--- src/hdl/opwfr_pkg.sv ---
`default_nettype none
// ----------------------------------------------------------------------------
// opwfr_pkg
// Shared widths, register indexes and bundles for the pulse-width receiver.
// ----------------------------------------------------------------------------
package opwfr_pkg;

    localparam int SAMPLE_BITS = 12;
    localparam int TIME_BITS   = 32;
    localparam int SPLIT_BITS  = 31;
    localparam int BYTE_BITS   = 8;
    localparam int LEFT_BITS   = 4;
    localparam int CFG_IDX_BITS  = 3;
    localparam int CFG_DATA_BITS = 31;

    typedef enum logic [CFG_IDX_BITS-1:0] {
        REG_LIGHT_THRESHOLD = 3'd0,
        REG_PULSE_SPLIT     = 3'd1,
        REG_BEGIN_ONE       = 3'd2,
        REG_BEGIN_TWO       = 3'd3,
        REG_END_ONE         = 3'd4,
        REG_END_TWO         = 3'd5
    } cfg_reg_t;

    localparam logic [SAMPLE_BITS-1:0] THRESHOLD_RESET = SAMPLE_BITS'(2048);
    localparam logic [SPLIT_BITS-1:0]  SPLIT_RESET     = SPLIT_BITS'(1000);
    localparam logic [BYTE_BITS-1:0]   BEGIN_ONE_RESET = 8'd126;
    localparam logic [BYTE_BITS-1:0]   BEGIN_TWO_RESET = 8'd129;
    localparam logic [BYTE_BITS-1:0]   END_ONE_RESET   = 8'd129;
    localparam logic [BYTE_BITS-1:0]   END_TWO_RESET   = 8'd126;

    // Frame marker set handed to the framer
    typedef struct packed {
        logic [BYTE_BITS-1:0] begin_one;
        logic [BYTE_BITS-1:0] begin_two;
        logic [BYTE_BITS-1:0] end_one;
        logic [BYTE_BITS-1:0] end_two;
    } marker_cfg_t;

    // Bit window as it stands after the current sample
    typedef struct packed {
        logic                 new_bit;
        logic [BYTE_BITS-1:0] window;
    } bit_info_t;

endpackage
`default_nettype wire

--- src/hdl/opwfr_edge.sv ---
`default_nettype none
// ----------------------------------------------------------------------------
// opwfr_edge
// Light pulse detector: times each pulse and shifts the decoded bit in.
// ----------------------------------------------------------------------------
module opwfr_edge
    import opwfr_pkg::*;
(
    input  wire logic                   clk,
    input  wire logic                   rst_n,
    input  wire logic                   accept,
    input  wire logic [SAMPLE_BITS-1:0] sample,
    input  wire logic [TIME_BITS-1:0]   timestamp,
    input  wire logic [SAMPLE_BITS-1:0] light_threshold,
    input  wire logic [SPLIT_BITS-1:0]  pulse_split,
    output bit_info_t                   bits
);

    typedef enum logic [1:0] {
        PH_IDLE      = 2'd0,
        PH_WAIT_RISE = 2'd1,
        PH_WAIT_FALL = 2'd2
    } phase_t;

    phase_t                 phase_reg, phase_next;
    logic [TIME_BITS-1:0]   start_reg, start_next;
    logic [BYTE_BITS-1:0]   shift_reg, shift_next;
    logic [TIME_BITS-1:0]   span;
    logic                   bit_zero;
    logic                   new_bit;

    assign span = timestamp - start_reg;
    // Negative span never exceeds the split
    assign bit_zero = !span[TIME_BITS-1]
                      && (SPLIT_BITS'(span[TIME_BITS-2:0]) > pulse_split);

    always_comb
    begin
        phase_next = phase_reg;
        start_next = start_reg;
        shift_next = shift_reg;
        new_bit    = 1'b0;
        unique case (phase_reg)
            PH_WAIT_FALL:
            begin
                if (sample < light_threshold)
                begin
                    phase_next = PH_WAIT_RISE;
                    shift_next = {shift_reg[BYTE_BITS-2:0], !bit_zero};
                    new_bit    = 1'b1;
                end
            end
            default:
            begin
                if (sample > light_threshold)
                begin
                    phase_next = PH_WAIT_FALL;
                    start_next = timestamp;
                end
            end
        endcase
    end

    assign bits = {new_bit, shift_next};

    always_ff @(posedge clk or negedge rst_n)
    begin
        if (!rst_n)
        begin
            phase_reg <= PH_IDLE;
            start_reg <= '0;
            shift_reg <= '0;
        end
        else if (accept)
        begin
            phase_reg <= phase_next;
            start_reg <= start_next;
            shift_reg <= shift_next;
        end
    end

endmodule
`default_nettype wire

--- src/hdl/opwfr_framer.sv ---
`default_nettype none
// ----------------------------------------------------------------------------
// opwfr_framer
// Byte framer: hunts both begin markers, then emits bytes up to the end pair.
// ----------------------------------------------------------------------------
module opwfr_framer
    import opwfr_pkg::*;
(
    input  wire logic                 clk,
    input  wire logic                 rst_n,
    input  wire logic                 accept,
    input  wire bit_info_t            bits,
    input  wire marker_cfg_t          markers,
    output logic                      emit,
    output logic [BYTE_BITS-1:0]      emit_byte,
    output logic                      emit_end
);

    typedef enum logic [1:0] {
        FR_HUNT_ONE = 2'd1,
        FR_HUNT_TWO = 2'd2,
        FR_IN_FRAME = 2'd3
    } frame_t;

    frame_t                 phase_reg, phase_next;
    logic [LEFT_BITS-1:0]   left_reg, left_next, left_dec;
    logic [BYTE_BITS-1:0]   prev_reg, prev_next;
    logic [BYTE_BITS-1:0]   win;

    assign win = bits.window;
    assign left_dec = (bits.new_bit && left_reg != '0) ? left_reg - 1'b1 : left_reg;

    always_comb
    begin
        phase_next = phase_reg;
        left_next  = left_dec;
        prev_next  = prev_reg;
        emit       = 1'b0;
        emit_end   = 1'b0;
        priority if (phase_reg == FR_HUNT_ONE && win == markers.begin_one)
        begin
            left_next  = LEFT_BITS'(BYTE_BITS);
            phase_next = FR_HUNT_TWO;
            prev_next  = win;
        end
        else if (left_dec == '0 && phase_reg == FR_HUNT_TWO && win == markers.begin_two)
        begin
            left_next  = LEFT_BITS'(BYTE_BITS);
            phase_next = FR_IN_FRAME;
            prev_next  = win;
        end
        else if (left_dec == '0 && phase_reg == FR_IN_FRAME)
        begin
            emit = 1'b1;
            if (win == markers.end_two && prev_reg == markers.end_one)
            begin
                // End pair complete: keep prev, drop back to the first hunt
                left_next  = '0;
                phase_next = FR_HUNT_ONE;
                emit_end   = 1'b1;
            end
            else
            begin
                left_next = LEFT_BITS'(BYTE_BITS);
                prev_next = win;
            end
        end
        else
        begin
        end
    end

    assign emit_byte = win;

    always_ff @(posedge clk or negedge rst_n)
    begin
        if (!rst_n)
        begin
            phase_reg <= FR_HUNT_ONE;
            left_reg  <= '0;
            prev_reg  <= '0;
        end
        else if (accept)
        begin
            phase_reg <= phase_next;
            left_reg  <= left_next;
            prev_reg  <= prev_next;
        end
    end

endmodule
`default_nettype wire

--- src/hdl/optical_pulse_width_frame_receiver.sv ---
`default_nettype none
// ----------------------------------------------------------------------------
// optical_pulse_width_frame_receiver
// Decodes pulse-width modulated light samples into framed bytes.
// ----------------------------------------------------------------------------
// Usage:
//   Input channel  : sample, timestamp with sample_valid / sample_stall. A word
//                    is taken on a rising edge with valid high and stall low.
//   Output channel : rx_byte, frame_end with result_valid / result_stall.
//                    Only samples that complete a frame byte give a word.
//   Config channel : cfg_index, cfg_data with cfg_valid / cfg_ready; ready is
//                    always high, unknown indexes are ignored. Write only
//                    while the block is idle.
//   Output timing  : a result word is registered and appears in the cycle after its sample.
//   Throughput     : one sample per cycle while sample_stall is low; all decoding
//                    of a sample is done in the cycle it is taken, set by the
//                    timestamp subtract and split compare feeding the framer.
//   Reset          : rst_n clears pulse detector, bit window and framer, and
//                    loads the default threshold, split and markers.
//   Stall          : the result register holds its word while result_stall
//                    is high; a new sample is then refused only if the
//                    register is full, otherwise intake carries on.
// ----------------------------------------------------------------------------
module optical_pulse_width_frame_receiver
    import opwfr_pkg::*;
(
    input  wire logic                     clk,
    input  wire logic                     rst_n,
    input  wire logic                     sample_valid,
    output logic                          sample_stall,
    input  wire logic [SAMPLE_BITS-1:0]   sample,
    input  wire logic [TIME_BITS-1:0]     timestamp,
    output logic                          result_valid,
    input  wire logic                     result_stall,
    output logic [BYTE_BITS-1:0]          rx_byte,
    output logic                          frame_end,
    input  wire logic                     cfg_valid,
    output logic                          cfg_ready,
    input  wire logic [CFG_IDX_BITS-1:0]  cfg_index,
    input  wire logic [CFG_DATA_BITS-1:0] cfg_data
);

    logic [SAMPLE_BITS-1:0] threshold_reg;
    logic [SPLIT_BITS-1:0]  split_reg;
    marker_cfg_t            markers_reg;

    logic                   accept;
    bit_info_t              bits;
    logic                   emit;
    logic [BYTE_BITS-1:0]   emit_byte;
    logic                   emit_end;

    logic                   valid_reg;
    logic [BYTE_BITS-1:0]   byte_reg;
    logic                   end_reg;
    logic                   out_load;

    // Configuration registers: always ready, out-of-range indexes dropped
    assign cfg_ready = 1'b1;

    always_ff @(posedge clk or negedge rst_n)
    begin
        if (!rst_n)
        begin
            threshold_reg         <= THRESHOLD_RESET;
            split_reg             <= SPLIT_RESET;
            markers_reg.begin_one <= BEGIN_ONE_RESET;
            markers_reg.begin_two <= BEGIN_TWO_RESET;
            markers_reg.end_one   <= END_ONE_RESET;
            markers_reg.end_two   <= END_TWO_RESET;
        end
        else if (cfg_valid && cfg_ready)
        begin
            case (cfg_index)
                REG_LIGHT_THRESHOLD: threshold_reg         <= cfg_data[SAMPLE_BITS-1:0];
                REG_PULSE_SPLIT:     split_reg             <= cfg_data[SPLIT_BITS-1:0];
                REG_BEGIN_ONE:       markers_reg.begin_one <= cfg_data[BYTE_BITS-1:0];
                REG_BEGIN_TWO:       markers_reg.begin_two <= cfg_data[BYTE_BITS-1:0];
                REG_END_ONE:         markers_reg.end_one   <= cfg_data[BYTE_BITS-1:0];
                REG_END_TWO:         markers_reg.end_two   <= cfg_data[BYTE_BITS-1:0];
                default:
                begin
                end
            endcase
        end
    end

    // Refuse a sample only when the result register is full and held
    assign sample_stall = valid_reg && result_stall;
    assign accept       = sample_valid && !sample_stall;

    opwfr_edge u_edge (
        .clk             (clk),
        .rst_n           (rst_n),
        .accept          (accept),
        .sample          (sample),
        .timestamp       (timestamp),
        .light_threshold (threshold_reg),
        .pulse_split     (split_reg),
        .bits            (bits)
    );

    opwfr_framer u_framer (
        .clk       (clk),
        .rst_n     (rst_n),
        .accept    (accept),
        .bits      (bits),
        .markers   (markers_reg),
        .emit      (emit),
        .emit_byte (emit_byte),
        .emit_end  (emit_end)
    );

    // Result register: advance whenever it is empty or being taken
    assign out_load = !valid_reg || !result_stall;

    always_ff @(posedge clk or negedge rst_n)
    begin
        if (!rst_n)
        begin
            valid_reg <= 1'b0;
        end
        else if (out_load)
        begin
            valid_reg <= accept && emit;
        end
    end

    always_ff @(posedge clk)
    begin
        if (out_load && accept && emit)
        begin
            byte_reg <= emit_byte;
            end_reg  <= emit_end;
        end
    end

    assign result_valid = valid_reg;
    assign rx_byte      = byte_reg;
    assign frame_end    = end_reg;

endmodule
`default_nettype wire
--- config.mk ---
export PLATFORM = sky130hd
export DESIGN_NAME = optical_pulse_width_frame_receiver
export DESIGN_NICKNAME = d
export VERILOG_FILES = /design/src/hdl/opwfr_pkg.sv /design/src/hdl/opwfr_edge.sv /design/src/hdl/opwfr_framer.sv /design/src/hdl/optical_pulse_width_frame_receiver.sv
export SDC_FILE = /design/constraint.sdc
export NUM_CORES = 1
export LEC_CHECK = 0
export ABC_AREA = 1
export BUFFER_PORTS_ARGS = -buffer_cell sky130_fd_sc_hd__buf_2
export CORE_MARGIN = 2
export CORE_UTILIZATION = 54
export CTS_CLUSTER_SIZE = 20
export DETAILED_ROUTE_END_ITERATION = 7
export HOLD_SLACK_MARGIN = 0.03
export PLACE_DENSITY = 0.77
export SETUP_SLACK_MARGIN = 0.4
export SLEW_MARGIN = 10
export SYNTH_ARGS = -nofsm -noshare
export SYNTH_HDL_FRONTEND = slang
export SYNTH_SLANG_ARGS = --single-unit
--- constraint.sdc ---
create_clock -name clk -period 4.3 [get_ports clk]
set_input_delay 0.86 -clock clk [delete_from_list [all_inputs] [get_ports clk]]
set_output_delay 0.86 -clock clk [all_outputs]
set_load 0.02 [all_outputs]
==> flow_summary.yaml, run 1 <==
grt:
  grt_max_degree: 76
  grt_remaining_overflow: 0
  grt_pass1_vias: 7934
  grt_pass1_wl_um: 36700
  antenna_found_initial: 0
  grt_use_total: 0.257
synthesis:
  syn-num-nets: 1343
  avgSynthCellArea_um2: 7.61
  synth_async_sr_flop_share: 0.936
  ys_warn_count: 0
  synth_edf_count: 9
  ys.flop_type: "dfrtp_1"
  seq_area_frac_synth: 0.400
  syn-cell-area_um2: 9010
  synthCells: 1184
  ys_types: 46
  synth-seq-cells: 141
clock_tree:
  cts_made_buffers: 17
  clock_sinks: 141
  cts_tree: "done"
  clockRootBuffer: "clkbuf_16"
  htreeDepth: 4
  clkSlewWorstSetupHoldPaths_ns: 0.07
  clock_latency_ns: 0.44
  cts_buffer_depth: 2
setup_path:
  cp.required_ns: 4.62
  crit_fanout: 8
  max_stage_delay_ns: 0.34
  critPathKind: "in -> reg"
  critPathSlowestCell: "ha_1"
  start_kind: "input port"
  worstRegToRegCells: 28
  path_common_cell: "nand2_1"
  end_kind: "flip-flop"
  worst-path-stages: 30
  critical_path.top_delay_family: "simple AND/OR/NAND/NOR gates"
  crit_arrival_ns: 4.35
  cp_num_buf_inv: 2
final_layout:
  antennaDiodeCount: 0
  drive_gt1_frac: 0.232
  fin_util: 0.676
  finalNonFillerCells: 1584
  areaGrowthSynthToFinish_pct: 23.5
  stdcell_area_um2: 11100
  nets: 1510
detailed_routing:
  vias: 8182
  wl_per_cell_um: 13.7
  viasPerCell: 5.17
  ant_nets: 0
  drcViolationCount: 0
  firstDrtPassIters: 5
  drt_wl_total_um: 21700
  drt_iter0_drc: 592
placed_design:
  hpwl_um: 15900
  post_dp_cell_area_um2: 10200
  place_congestion: 0.960
  dp_slack_ns: -0.343
  io_buffer_count: 93
  dp.cells: 1540
floorplan:
  initial_utilization: 0.547
  coreArea_um2: 16500
  design.die.area_um2: 17700
  die_w_um: 133
  io_pins: 95
  die_h_um: 133
  rows: 47
worst_hold_path:
  whs_path_depth: 2
  hold_path.class: "reg -> reg"
timing:
  skew_ns: 0.0146
  rsz0062_at_grt: "true"
  drv_slew: 0
  holdWs_ns: 0.482
  fmax_mhz: 248
  period_needed_ns: 4.03
  worst_pin_slew_ns: 1.01
  totalNegativeSetupSlack_ns: 0
  max-slew-margin-rel: 0.327
  hold_viol_final: 0
  setup_ws_ns: 0.269
  fin_crit_sh: 0.938
  setup_viol: 0
power:
  powerDensity_nw_per_um2: 694
  max-vdd-ir-drop_mv: 0.367
  p_leak_nw: 5.90
  power_mw: 7.72
outcome:
  status: "finished, final reports clean"
flow_run:
  maxCapViolCount: 0
-- where the power goes --
| group | internal (mW) | switching [mW] |
|---|---|---|
| clock | 0.815 | 0.639 |
| sequential | 1.76 | 0.214 |
| combinational | 1.85 | 2.45 |
-- cell usage after synthesis, types with 2 or more instances --
library cell / count / share of area
nand3b_1: 5 / 0.0042
inv_2: 3 / 0.0012
inv_1: 184 / 0.077
buf_6: 3 / 0.0037
nand2_2: 13 / 0.0090
a21o_1: 7 / 0.0058
and3_1: 3 / 0.0021
clkbuf_1: 17 / 0.0071
xnor2_1: 22 / 0.021
nor2_2: 7 / 0.0049
nand3_2: 3 / 0.0033
o21a_1: 2 / 0.0017
o21ai_1: 2 / 0.0011
nand2_4: 5 / 0.0062
a31oi_1: 4 / 0.0028
dfstp_2: 24 / 0.070
buf_2: 3 / 0.0017
nor2_1: 84 / 0.035
a21oi_1: 68 / 0.038
nand4_1: 13 / 0.0090
ha_1: 75 / 0.10
a21oi_2: 2 / 0.0019
edfxtp_1: 9 / 0.030
nand2_1: 313 / 0.13
nand3_1: 55 / 0.031
dfrtp_1: 108 / 0.30
o22ai_1: 4 / 0.0028
o31ai_1: 2 / 0.0017
xor2_1: 17 / 0.017
o21ai_0: 109 / 0.061
nor3_1: 3 / 0.0017
-- area by class of cell --
| cell class | count | area, um^2 |
|---|---|---|
| inverter | 187 | 717 |
| sequential | 141 | 3600 |
| timing repair buffer | 172 | 1090 |
| fill | 1340 | 5340 |
| tap | 220 | 275 |
| clock buffer | 17 | 425 |
| clock inverter | 15 | 151 |
| multi-input combinational | 832 | 4860 |
-- what timing repair did --
action / 4_1_cts / 5_1_grt
setup buffers: 8 / 3
endpoints found under the setup margin: 15 / 17
hold buffers: 0 / 0
cloned: 1 / 0
pin swaps: 8 / 14
resized for setup: 29 / 32
-- kinds of logic after synthesis --
| family | count (synthesis) | share of synthesized area |
|---|---|---|
| AOI/OAI and AO/OA | 206 | 0.122 |
| adders and majority gates | 76 | 0.106 |
| DFF | 141 | 0.400 |
| other | 1 | 0.000416 |
| xor gates and xnor gates | 39 | 0.0379 |
| buffers and inverters | 212 | 0.0916 |
| and+or+nand+nor | 509 | 0.242 |
-- cells in the final DEF, fill, tap and decap left out, types with 22 or more instances in the layout --
cell,netlist,layout
o21ai_0,109,103
nor2_1,84,79
inv_1,184,182
buf_4,1,76
nand2_1,313,300
a21oi_1,68,61
ha_1,75,73
dfrtp_1,108,108
dfstp_2,24,24
xnor2_1,22,22
buf_2,3,91
nand3_1,55,42
-- worst paths after layout --
path / slack (ns) / to / from
min reg2reg: 0.48 / threshold_reg[7]$_DFFE_PN0P_ / threshold_reg[7]$_DFFE_PN0P_
max: 0.27 / u_framer.prev_reg[7]$_DFFE_PN0P_ / timestamp[3]
max reg2reg: 0.39 / u_framer.prev_reg[7]$_DFFE_PN0P_ / u_edge.start_reg[0]$_DFFE_PN0P_
min in group asynchronous: 0.60 / threshold_reg[10]$_DFFE_PN0P_ / rst_n
min: 0.48 / threshold_reg[7]$_DFFE_PN0P_ / threshold_reg[7]$_DFFE_PN0P_
max in group asynchronous: 2.83 / markers_reg[29]$_DFFE_PN1P_ / rst_n
-- worst min-delay path: stages (launching register included) --
cell,delay [ns]
dfrtp_1,0.34
nand2_1,0.05
o21ai_0,0.06
-- per-layer routing --
| layer | wire length, um | vias up | track usage |
|---|---|---|---|
| li1 | - | 4115 | - |
| met1 | 9610 | 3818 | 0.333 |
| met2 | 10600 | 213 | 0.436 |
| met3 | 1050 | 36 | 0.0472 |
| met4 | 493 | 0 | 0.0887 |
| met5 | 0 | - | 0 |
Note: power is estimated with default switching activity, not from simulation.
==> run 2: changes to the inputs <==
--- a/config.mk
+++ b/config.mk
@@ -8,11 +8,11 @@
 export ABC_AREA = 1
 export BUFFER_PORTS_ARGS = -buffer_cell sky130_fd_sc_hd__buf_2
 export CORE_MARGIN = 2
-export CORE_UTILIZATION = 54
+export CORE_UTILIZATION = 60
 export CTS_CLUSTER_SIZE = 20
 export DETAILED_ROUTE_END_ITERATION = 7
 export HOLD_SLACK_MARGIN = 0.03
-export PLACE_DENSITY = 0.77
+export PLACE_DENSITY = 0.81
 export SETUP_SLACK_MARGIN = 0.4
 export SLEW_MARGIN = 10
 export SYNTH_ARGS = -nofsm -noshare
==> constraint.sdc (replaced) <==
create_clock -name clk -period 4.68 [get_ports clk]
set_input_delay 0.936 -clock clk [delete_from_list [all_inputs] [get_ports clk]]
set_output_delay 0.936 -clock clk [all_outputs]
set_load 0.02 [all_outputs]
==> run 2 against run 1 <==
  * First-iteration DRC count down 19%
  * Core utilization rose by 5.6 points
  * Critical path depth unchanged
  * Critical path type unchanged
==> flow_summary.yaml, run 2 (synthesized netlist as in run 1, its figures left out) <==
outcome:
  status: "finished, final reports clean"
setup_path:
  critPathKind: "in -> reg"
  worstRegToRegCells: 28
  start_kind: "input port"
  crit_arrival_ns: 4.61
  critPathSlowestCell: "fa_2"
  path_common_cell: "nand2_2"
  cp.required_ns: 4.99
  rrSetupSlack_ns: 0.55
  max_stage_delay_ns: 0.41
  end_kind: "flip-flop"
  crit_fanout: 6
placed_design:
  dp_slack_ns: -0.201
  hpwl_um: 15700
  post_dp_cell_area_um2: 9750
  place_congestion: 0.940
  io_buffer_count: 93
  dp.cells: 1454
grt:
  grtUsageMet2: 0.449
  grt_pass1_wl_um: 35600
  grt_remaining_overflow: 0
  busiest_layer: "met2"
  grtUsageMet1: 0.365
  use_met3: 0.0565
  grt_use_total: 0.276
  antenna_found_initial: 0
  grt_pass1_vias: 7571
  grt_max_degree: 67
final_layout:
  regArea_um2: 3600
  nets: 1457
  multi_input_comb_area_um2: 4880
  areaGrowthSynthToFinish_pct: 18.5
  stdcell_area_um2: 10700
  antennaDiodeCount: 0
  mostFrequentLayoutCell: "nand2_1"
  final_cell_mix: "nand2_1 (300), inv_1 (183), dfrtp_1 (108)"
  fillCellCount: 1140
  drive_gt1_frac: 0.201
  finalNonFillerCells: 1495
  fin_util: 0.732
detailed_routing:
  wl_per_cell_um: 14.3
  firstDrtPassIters: 6
  drcViolationCount: 0
  ant_nets: 0
  drt_wl_total_um: 21400
  viasPerCell: 5.29
  drt_iter0_drc: 478
  vias: 7905
timing:
  totalNegativeSetupSlack_ns: 0
  fmax_mhz: 232
  holdWs_ns: 0.487
  worst_pin_slew_ns: 1.02
  period_needed_ns: 4.31
  max-slew-margin-rel: 0.315
  rsz0062_at_grt: "true"
  setup_viol: 0
  fin_crit_sh: 0.920
  drv_slew: 0
  setup_ws_ns: 0.374
  hold_viol_final: 0
  skew_ns: 0.00807
floorplan:
  rows: 44
  die_h_um: 127
  design.die.area_um2: 16000
  initial_utilization: 0.618
  die_w_um: 127
  coreArea_um2: 14600
  io_pins: 95
power:
  seqPwrFrac: 0.270
  pwr-share-clk: 0.197
  switching_share: 0.433
  p_leak_nw: 5.61
  p_sw_mw: 2.91
  power_mw: 6.73
  pwr-share-comb: 0.533
  max-vdd-ir-drop_mv: 0.396
  powerDensity_nw_per_um2: 630
  power.internal_mw: 3.82
clock_tree:
  clockRootBuffer: "clkbuf_16"
  cts_made_buffers: 17
  cts_tree: "done"
  cts_buffer_depth: 2
  clock_sinks: 141
  clkSlewWorstSetupHoldPaths_ns: 0.06
  postCtsHoldBufs: 0
  clock_latency_ns: 0.43
  htreeDepth: 4
worst_hold_path:
  whs_path_depth: 2
  hold_path.class: "reg -> reg"
flow_run:
  maxCapViolCount: 0
==> run 2: power groups by stage <==
stage                     Clock (mW)  Sequential [mW]  Combinational, mW
after floorplan                    0             1.77               2.54
after global placement             0             1.81               3.19
after detailed placement           0             1.82               3.31
after CTS                       1.34             1.81               3.36
after global routing            1.40             1.86               4.11
final                           1.33             1.82               3.59
==> run 2: timing repair <==
item	CTS	global route
setup buffers	0	8
pin swaps	0	40
resized for setup	5	54
gates cloned	0	1
endpoints found under the setup margin	11	15
==> run 2: path summary, 6_finish.rpt <==
| kind | startpoint | to |
|---|---|---|
| max in group asynchronous | rst_n | markers_reg[15]$_DFFE_PN1P_ |
| setup reg to reg | u_edge.start_reg[0]$_DFFE_PN0P_ | u_framer.prev_reg[6]$_DFFE_PN0P_ |
| min in group asynchronous | rst_n | threshold_reg[4]$_DFFE_PN0P_ |
| setup / recovery | timestamp[0] | u_framer.prev_reg[6]$_DFFE_PN0P_ |
| hold / removal | threshold_reg[9]$_DFFE_PN0P_ | threshold_reg[9]$_DFFE_PN0P_ |
| hold reg to reg | threshold_reg[9]$_DFFE_PN0P_ | threshold_reg[9]$_DFFE_PN0P_ |
==> run 2: critical path, delay by kind of cell <==
kind                     cells  cell delay [ns]
adder cells (fa/ha/maj)      3             0.85
AND/OR/NAND/NOR             18             1.68
AO/OA/AOI/OAI                7             1.02
buffers and inverters        2             0.10
==> run 2: cell type report <==
class | count | share of cell area
clock buffers | 18 | 0.0422
repair buffers | 119 | 0.0630
well taps | 184 | 0.0216
flip-flops and latches | 141 | 0.337
multi-input cells | 832 | 0.457
clock inverters | 14 | 0.0127
inverters | 187 | 0.0660
==> run 2: layer usage <==
layer	up-vias	wire, um
li1	4013	-
met1	3618	9340
met3	49	1170
met2	225	10200
met4	0	651
met5	-	0
